File: src/rtl/kps_pkg.sv
`timescale 1ns / 1ps
// ----------------------------------------------------------------------------
// Keypad scanner package
// Sizes, derived widths and the item and result types shared by the keypad
// scanner modules.
// ----------------------------------------------------------------------------
package kps_pkg;

  localparam int COLUMNS    = 4;
  localparam int ROWS       = 4;
  localparam int ROW_PINS   = 4;
  localparam int DRIVE_PINS = 4;
  localparam int EVENT_BITS = 16;
  localparam int CODE_W     = 4;

  localparam int PHASE_W   = $clog2(COLUMNS + 1);
  localparam int COL_IDX_W = (COLUMNS > 1) ? $clog2(COLUMNS) : 1;
  localparam int IDX_W     = $clog2(COLUMNS * ROWS + EVENT_BITS);
  localparam int ROW_USED  = (ROWS < ROW_PINS) ? ROWS : ROW_PINS;

  localparam logic [ROW_PINS-1:0] ROW_ENABLE = ROW_PINS'((1 << ROW_USED) - 1);

  typedef struct packed {
    logic [ROW_PINS-1:0]   row_levels;
    logic [EVENT_BITS-1:0] event_ack;
  } kps_item_t;

  typedef struct packed {
    logic [DRIVE_PINS-1:0] column_drive;
    logic [EVENT_BITS-1:0] event_flags;
    logic                  key_valid;
    logic [CODE_W-1:0]     key_code;
  } kps_result_t;

endpackage

File: src/rtl/matrix_keypad_scanner_core.sv
`timescale 1ns / 1ps
// ----------------------------------------------------------------------------
// Matrix keypad scanner core
// Each item is one scan tick that yields exactly one result item. A tick is
// taken every clock cycle while the output does not stall; it passes an input
// register, the phase and decode logic, and a result register, from which its
// result drives the output ports. The single state update per tick in the
// decode logic sets that rate.
// ----------------------------------------------------------------------------
module matrix_keypad_scanner_core (
  input  logic                               clk,
  input  logic                               rst_n,
  input  logic                               in_valid,
  output logic                               in_stall,
  input  logic [kps_pkg::ROW_PINS-1:0]       in_row_levels,
  input  logic [kps_pkg::EVENT_BITS-1:0]     in_event_ack,
  output logic                               out_valid,
  input  logic                               out_stall,
  output logic [kps_pkg::DRIVE_PINS-1:0]     out_column_drive,
  output logic [kps_pkg::EVENT_BITS-1:0]     out_event_flags,
  output logic                               out_key_valid,
  output logic [kps_pkg::CODE_W-1:0]         out_key_code
);

  kps_pkg::kps_item_t   in_item;
  kps_pkg::kps_item_t   item;
  logic                 item_valid;
  logic                 item_stall;
  kps_pkg::kps_result_t result;
  kps_pkg::kps_result_t out_res;

  assign in_item.row_levels = in_row_levels;
  assign in_item.event_ack  = in_event_ack;

  kps_in_stage u_in_stage (
    .clk        (clk),
    .rst_n      (rst_n),
    .in_valid   (in_valid),
    .in_stall   (in_stall),
    .in_item    (in_item),
    .item_valid (item_valid),
    .item_stall (item_stall),
    .item       (item)
  );

  kps_decode u_decode (
    .clk    (clk),
    .rst_n  (rst_n),
    .fire   (item_valid && !item_stall),
    .item   (item),
    .result (result)
  );

  kps_out_stage u_out_stage (
    .clk       (clk),
    .rst_n     (rst_n),
    .res_valid (item_valid),
    .res_stall (item_stall),
    .res       (result),
    .out_valid (out_valid),
    .out_stall (out_stall),
    .out_res   (out_res)
  );

  assign out_column_drive = out_res.column_drive;
  assign out_event_flags  = out_res.event_flags;
  assign out_key_valid    = out_res.key_valid;
  assign out_key_code     = out_res.key_code;

endmodule

File: src/rtl/kps_in_stage.sv
`timescale 1ns / 1ps
// ----------------------------------------------------------------------------
// Keypad scanner input register
// Holds one accepted scan tick until the decode logic consumes it.
// ----------------------------------------------------------------------------
module kps_in_stage (
  input  logic              clk,
  input  logic              rst_n,
  input  logic              in_valid,
  output logic              in_stall,
  input  kps_pkg::kps_item_t in_item,
  output logic              item_valid,
  input  logic              item_stall,
  output kps_pkg::kps_item_t item
);

  logic               valid_r;
  kps_pkg::kps_item_t item_r;
  logic               load;

  assign in_stall   = valid_r && item_stall;
  assign load       = !in_stall;
  assign item_valid = valid_r;
  assign item       = item_r;

  always_ff @(posedge clk) begin
    if (!rst_n) begin
      valid_r <= 1'b0;
    end else if (load) begin
      valid_r <= in_valid;
    end
  end

  always_ff @(posedge clk) begin
    if (load && in_valid) begin
      item_r <= in_item;
    end
  end

endmodule

File: src/rtl/kps_decode.sv
`timescale 1ns / 1ps
// ----------------------------------------------------------------------------
// Keypad scanner phase and decode logic
// Holds the scan phase, the per-column row masks, the release flag and the
// latched events, and computes one result for each consumed tick.
// ----------------------------------------------------------------------------
module kps_decode (
  input  logic                 clk,
  input  logic                 rst_n,
  input  logic                 fire,
  input  kps_pkg::kps_item_t   item,
  output kps_pkg::kps_result_t result
);

  logic [kps_pkg::PHASE_W-1:0]    phase_r, phase_nxt;
  logic [kps_pkg::ROW_PINS-1:0]   mask_r [kps_pkg::COLUMNS];
  logic [kps_pkg::ROW_PINS-1:0]   mask_nxt [kps_pkg::COLUMNS];
  logic                           armed_r, armed_nxt;
  logic [kps_pkg::EVENT_BITS-1:0] events_r, events_nxt;

  logic                           decode_phase;
  logic                           any_pressed;
  logic [kps_pkg::IDX_W-1:0]      first_idx;
  logic                           key_valid;
  logic [kps_pkg::DRIVE_PINS-1:0] drive;

  assign decode_phase = (phase_r == kps_pkg::PHASE_W'(kps_pkg::COLUMNS));

  always_comb begin
    any_pressed = 1'b0;
    first_idx   = '0;
    for (int c = kps_pkg::COLUMNS - 1; c >= 0; c--) begin
      for (int r = kps_pkg::ROW_PINS - 1; r >= 0; r--) begin
        if (mask_r[c][r]) begin
          any_pressed = 1'b1;
          first_idx   = kps_pkg::IDX_W'(c * kps_pkg::ROWS + r);
        end
      end
    end
  end

  always_comb begin
    phase_nxt  = phase_r;
    armed_nxt  = armed_r;
    key_valid  = 1'b0;
    events_nxt = events_r & ~item.event_ack;
    for (int c = 0; c < kps_pkg::COLUMNS; c++) begin
      mask_nxt[c] = mask_r[c];
    end

    if (!decode_phase) begin
      mask_nxt[phase_r[kps_pkg::COL_IDX_W-1:0]] = ~item.row_levels & kps_pkg::ROW_ENABLE;
      phase_nxt = phase_r + 1'b1;
    end else begin
      if (!any_pressed) begin
        armed_nxt = 1'b1;
      end else if (armed_r) begin
        armed_nxt = 1'b0;
        key_valid = (first_idx < kps_pkg::IDX_W'(kps_pkg::EVENT_BITS));
      end
      phase_nxt = '0;
      for (int c = 0; c < kps_pkg::COLUMNS; c++) begin
        mask_nxt[c] = '0;
      end
    end

    if (key_valid) begin
      events_nxt[first_idx[kps_pkg::CODE_W-1:0]] = 1'b1;
    end

    for (int p = 0; p < kps_pkg::DRIVE_PINS; p++) begin
      drive[p] = !((p < kps_pkg::COLUMNS) && (phase_nxt == kps_pkg::PHASE_W'(p)));
    end
  end

  assign result.column_drive = drive;
  assign result.event_flags  = events_nxt;
  assign result.key_valid    = key_valid;
  assign result.key_code     = key_valid ? first_idx[kps_pkg::CODE_W-1:0] : '0;

  always_ff @(posedge clk) begin
    if (!rst_n) begin
      phase_r  <= '0;
      armed_r  <= 1'b0;
      events_r <= '0;
      for (int c = 0; c < kps_pkg::COLUMNS; c++) begin
        mask_r[c] <= '0;
      end
    end else if (fire) begin
      phase_r  <= phase_nxt;
      armed_r  <= armed_nxt;
      events_r <= events_nxt;
      for (int c = 0; c < kps_pkg::COLUMNS; c++) begin
        mask_r[c] <= mask_nxt[c];
      end
    end
  end

endmodule

File: src/rtl/kps_out_stage.sv
`timescale 1ns / 1ps
// ----------------------------------------------------------------------------
// Keypad scanner result register
// Holds one result item until the downstream side takes it.
// ----------------------------------------------------------------------------
module kps_out_stage (
  input  logic                 clk,
  input  logic                 rst_n,
  input  logic                 res_valid,
  output logic                 res_stall,
  input  kps_pkg::kps_result_t res,
  output logic                 out_valid,
  input  logic                 out_stall,
  output kps_pkg::kps_result_t out_res
);

  logic                 valid_r;
  kps_pkg::kps_result_t res_r;
  logic                 load;

  assign res_stall = valid_r && out_stall;
  assign load      = !res_stall;
  assign out_valid = valid_r;
  assign out_res   = res_r;

  always_ff @(posedge clk) begin
    if (!rst_n) begin
      valid_r <= 1'b0;
    end else if (load) begin
      valid_r <= res_valid;
    end
  end

  always_ff @(posedge clk) begin
    if (load && res_valid) begin
      res_r <= res;
    end
  end

endmodule

File: config.mk
export PLATFORM = sky130hd
export DESIGN_NAME = matrix_keypad_scanner_core
export DESIGN_NICKNAME = d
export VERILOG_FILES = /design/src/rtl/kps_pkg.sv /design/src/rtl/matrix_keypad_scanner_core.sv /design/src/rtl/kps_in_stage.sv /design/src/rtl/kps_decode.sv /design/src/rtl/kps_out_stage.sv
export SDC_FILE = /design/constraint.sdc
export NUM_CORES = 1
export LEC_CHECK = 0
export BUFFER_PORTS_ARGS = -buffer_cell sky130_fd_sc_hd__buf_4
export CAP_MARGIN = 20
export CORE_UTILIZATION = 51
export CTS_CLUSTER_SIZE = 8
export DETAILED_ROUTE_END_ITERATION = 6
export PLACE_DENSITY = 0.86
export SLEW_MARGIN = 20
export SYNTH_ARGS = -nofsm -noshare
export SYNTH_HDL_FRONTEND = slang
export SYNTH_SLANG_ARGS = --single-unit
File: constraint.sdc
create_clock -name clk -period 1.8 [get_ports clk]
set_input_delay 0.09 -clock clk [delete_from_list [all_inputs] [get_ports clk]]
set_output_delay 0.09 -clock clk [all_outputs]
set_load 0.02 [all_outputs]
* Word-level counts from Yosys, hierarchy flattened
Memory sizes are Yosys's and may differ from the RTL's.
Index checks and enable logic that the tools add are counted.
** Word-level totals
- ROM bits :: 0
- Latch bits :: 0
- Bits in registers :: 67
- Logic and storage cells :: 97
- RAM bits :: 16
- Memories :: 1
** Memory list
- u_decode.mask_r :: words 4, bits a word 4, read ports 4, clocked after memory_dff 0, write ports 4, line kps_decode.sv:16 : logic [kps_pkg::ROW_PINS-1:0] mask_r [kps_pkg::COLUMNS];
** Operators by class
- Shifts and indexed selects :: 0
- Reductions and logical operators :: 14
- Order comparisons :: 5
- Add/sub/neg operators :: 1
- Eq/ne operators :: 4
- $mul :: 0
- Bitwise gates (word level) :: 9
- Div/mod/pow operators :: 0
- Muxes and demuxes :: 52
** Operators by type and width (number)
- two-way mux 5 bit :: 15
- two-way mux 16 bit :: 2
- two-way mux 1 bit :: 25
- two-way mux 4 bit :: 6
- AND 16 bit :: 1
- bitwise mux 16 bit :: 1
- inverter 16 bit :: 1
- OR 16 bit :: 1
- demux 4 bit (select 2 bit) :: 1
- == test 3 x 2 -> 1 bit, second input constant :: 2
- logical AND 1 bit :: 6
- logical NOT 1 bit :: 6
- < comparator 4 x 5 -> 1 bit, second input constant :: 1
- < comparator 5 bit, second input constant :: 1
- demux 1 bit (select 4 bit) :: 1
- >= comparator 4 x 1 -> 1 bit, second input constant :: 1
- inverter 4 bit :: 1
- OR 1 bit :: 4
- adder 3 x 1 -> 3 bit, second input constant :: 1
- == test 3 x 1 -> 1 bit, second input constant :: 1
- == test 3 bit, second input constant :: 1
- >= comparator 3 bit, second input constant :: 1
- logical NOT 3 bit :: 1
- < comparator 3 x 1 -> 1 bit, second input constant :: 1
- other kinds (3) :: 3

* Longest topological paths before layout
An unclocked memory read counts as a cell.
- Depth in word-level cells :: 23
- Gate-level depth with buffers :: 8
- Depth with buffers taken out :: 7

* Modules after synthesis
A second synthesis with hierarchy kept.
** Second synthesis, totals
- Cells, all modules :: 320
- Area, all modules :: 3702.3 µm²
** Modules (own cells, without submodules)
- kps_decode :: instances 1, cells each 266, area an instance 2252.2 µm², sequential area each 880.8 µm²
- kps_out_stage :: instances 1, cells each 29, area an instance 793.3 µm², sequential area each 770.7 µm²
- kps_in_stage :: instances 1, cells each 24, area an instance 643.1 µm², sequential area each 620.6 µm²
- matrix_keypad_scanner_core :: instances 1, cells each 1, area an instance 13.8 µm², sequential area each 0.0 µm²

* Worst setup path before layout
OpenSTA, ideal clock, no wires.
- Path kind :: register to register
- Start point :: reg u_out_stage.valid_r, in the netlist u_out_stage.out_valid
- End point :: reg u_in_stage.item_r (netlist bit u_in_stage.item[0]), enable pin
- Buffers on the path :: 0
- Data required time :: 1.401 ns
- Setup slack :: -0.213 ns
- Cell stages (with the launch flop) :: 3
- Data arrival time :: 1.614 ns
- Library setup time :: 0.399 ns
- Cell sequence :: dfxtp_1 > and3_1 > nor2b_1
** Between the ends
- Word-level cells in the longest chain between the ends :: 4
** RTL lines
- from (decl) :: line kps_out_stage.sv:17 : logic valid_r;
- from (signal assigned) :: line kps_out_stage.sv:30 : valid_r <= res_valid;
- logical AND 1 bit :: line kps_out_stage.sv:21 : assign res_stall = valid_r && out_stall;
- logical AND 1 bit :: line kps_in_stage.sv:21 : assign in_stall = valid_r && item_stall;
- net in_stall :: line matrix_keypad_scanner_core.sv:14 : output logic in_stall,
- logical NOT 1 bit :: line kps_in_stage.sv:22 : assign load = !in_stall;
- logical AND 1 bit :: line kps_in_stage.sv:35 : if (load && in_valid) begin
- to (signal assigned) :: line kps_in_stage.sv:36 : item_r <= in_item;
- to (decl) :: line kps_in_stage.sv:18 : kps_pkg::kps_item_t item_r;
The timed path passes the listed nets, and every way through them passes these cells.
A chain may end at the register's enable or synchronous reset.

==> results.yml <==
logic_synthesis:
  syn_nets: 347
  async_reset_ff_share_pct: 0
  yosysSeqAreaShare_pct: 62.97
  synth_top_cell_area_share_pct: 50.76
  synth-simple-area-share_pct: 16.26
  yosysTopAreaCell: "edfxtp_1"
  synth_mux_area_share_pct: 0.2774
  syn_area_sq_um: 3608
  synth_ff_type: "edfxtp_1"
  synth-seq-cells: 83
  synth-compound-area-share_pct: 15.05
  yosysUniqueCellTypes: 46
  yosys_warnings: 0
  synth_top_family_by_area: "simple AND/OR/NAND/NOR gates"
  synth-adder-area-share_pct: 1.387
  synth_top_cells_by_area: "edfxtp_1 (51%), dfxtp_1 (12%), nand2_1 (3.6%)"
  synth_edf_count: 61
  synth_xor_area_share_pct: 0
  avgSynthCellArea_sq_um: 11.31
  synthCells: 319
placement:
  portBuffers: 50
  dp_hpwl_um: 5837
  place_congestion: 0.9160
layout:
  diodes: 0
  nets: 466
  multi_input_area_sq_um: 1350
  syn_to_final_growth_pct: 39.88
  n_fill_cell: 410
  drive_above_1_share_pct: 36.57
  ff_latch_area_sq_um: 2275
min_path:
  min_to: "u_in_stage.item_valid"
  hp-start: "rst_n"
  hold_path_class: "input port to flop"
  holdPathStages: 2
global_route:
  grt_max_degree: 47
  grt_pass1_wl_um: 14060
  gr-total-overflow: 0
  grt_pass1_vias: 2978
  track_usage_pct: 25.67
  antenna_found_initial: 0
timing:
  relSlewSlack_pct: 71.32
  fin_crit_ps: 1924
  finClkSkew_ps: 14.35
  whs_ps: 104.3
  rsz0062_at_grt: "yes"
  report.final.hold_viol_count: 0
  setup_viol: 23
  fmax_ghz: 0.5197
  fin_crit_sh_pct: 106.9
  worst_pin_slew_ps: 424.7
  maxSlewViolCount: 0
  final.setup.worst_slack_ps: -124.3
worst_setup_path:
  crit_arrival_ps: 2150
  cp-end-kind: "flop"
  crit_required_ps: 2030
  reg2reg_depth: 5
  r2r_slack_ps: -120
  reg2reg_to: "u_out_stage.out_res[20]"
  cp_max_fo: 5
  worstSetupPathType: "flop to flop"
  startpoint: "u_decode.mask_r[0][15]"
  r2r-start: "u_decode.mask_r[0][15]"
  cp-start-kind: "flop"
route:
  drt-initial-drc-count: 287
  ant_nets: 0
  drt_first_pass_iters: 5
  drt_wl_total_um: 9446
  via_count: 3070
  drc: 0
  viasPerCell: 5.696
  wl_per_cell_um: 17.53
floorplan:
  fp.dieH_um: 86.12
  dieArea_sq_um: 7416
  io_pins: 51
  fp.coreArea_sq_um: 6832
  die_width_um: 86.12
  initial_core_util_pct: 52.82
  rows: 30
job:
  maxCapViolCount: 0
status:
  status: "finished, violations left"
  violations: "setup timing"
clock_tree:
  cts_root_buf: "clkbuf_8"
  numCtsBuffers: 9
  clock_latency_ps: 380
  clock_path_buffers: 2
  cts_sinks: 83
  clkSlewWorstSetupHoldPaths_ps: 90
  tritoncts: "done"
  htreeDepth: 3
pwr:
  total_power_mw: 4.146
  max-vdd-ir-drop_mv: 0.6314
  p_per_area_nw_per_um2: 821.5
  p_leak_nw: 1.878
## layout by cell type, fill, tap and decap left out, types with 5 or more instances in the layout
master / instances
buf_4: 94
clkbuf_8: 9
o22ai_1: 9
nor2_2: 5
a21oi_1: 6
nor2_1: 26
nand2_1: 33
edfxtp_1: 61
o21ai_0: 10
dfxtp_1: 20
dlygate4sd3_1: 22
nand3_1: 16
a211oi_1: 14
inv_1: 23
o21ai_1: 5
## cells in the mapped netlist (3+ instances only)
master     n
or2_2      3
o21ai_0   12
clkbuf_1   8
a211oi_1  17
edfxtp_1  61
o22ai_1   10
nor2_1    32
nand2b_1   3
a21oi_1    7
nand2_1   35
o21ai_1    4
nand3_1   17
buf_2      3
buf_1      3
and3_1     4
nor2b_1    6
o31ai_1    3
or3_1      3
inv_1     24
dfxtp_1   22
ha_1       4
o21a_1     4
## area by class of cell
| cell class | instances | area share [%] |
|---|---|---|
| clock buffer | 10 | 2.529 |
| clock inverter | 6 | 1.289 |
| tap | 96 | 2.380 |
| sequential | 83 | 45.07 |
| timing repair buffer | 122 | 20.20 |
| multi-input combinational | 198 | 26.75 |
| inverter | 24 | 1.785 |
## repair_timing
action / CTS / global route
resized for setup: 21 / 20
endpoints found under the setup margin: 29 / 44
hold buffers: 22 / 0
setup buffers: 7 / 2
endpoints found under the hold margin: 22 / 0
pin swaps: 12 / 5
## cells by family after synthesis
group           after synthesis
flops                        83
mux                           1
fa+ha+maj                     4
compound gates               73
buf+inv                      38
simple gates                120
## through the flow
stage | area (sq um) | setup WS, ps | cells | utilization [%] | TNS (ps)
floorplan | 3620 | 2.538 | 319 | - | 0
global placement | 4395 | -205.2 | 492 | 64.34 | -2240
detailed placement | 4395 | -244.1 | 492 | 64.34 | -3141
CTS | 4965 | -40.29 | 537 | 72.67 | -211.2
global route | 5047 | -168.6 | 539 | 73.88 | -2778
finish | 5047 | -124.3 | 539 | 73.88 | -1298
## sequential cells by signal, indices dropped and copies added, names as in the netlist
| register | count |
|---|---|
| u_out_stage.out_res | 25 |
| u_in_stage.item | 20 |
| u_decode.events_r | 16 |
| u_decode.mask_r | 16 |
| u_decode.phase_r | 3 |
| u_decode.armed_r | 1 |
| u_in_stage.item_valid | 1 |
| u_out_stage.out_valid | 1 |
## per-layer routing
layer  GRT usage (%)  share of wire, %
met1           30.12                39
met2           43.58                51
met3           6.545               7.2
met4           13.18               3.5
met5               0                 0
## worst max-delay path by stage
stage                              endpoint  slack [ps]
floorplan           u_out_stage.out_res[20]           3
global placement    u_out_stage.out_res[17]        -210
detailed placement  u_out_stage.out_res[17]        -240
CTS                 u_out_stage.out_res[20]         -40
global route        u_out_stage.out_res[13]        -170
finish              u_out_stage.out_res[20]        -120
## where the power goes
part / internal (mW) / switching [mW] / total [mW] / leakage (nW)
clock: 0.643 / 0.681 / 1.32 / 0.0966
combinational: 0.298 / 0.323 / 0.620 / 1.00
sequential: 2.14 / 0.0656 / 2.20 / 0.778
## critical path: stages, from the launching register on
cell	delay [ps]
edfxtp_1	470
nor2_2	90
o311ai_4	270
a41oi_4	210
or4_4	630
o22ai_2	120
(Power assumes the default switching activity.)
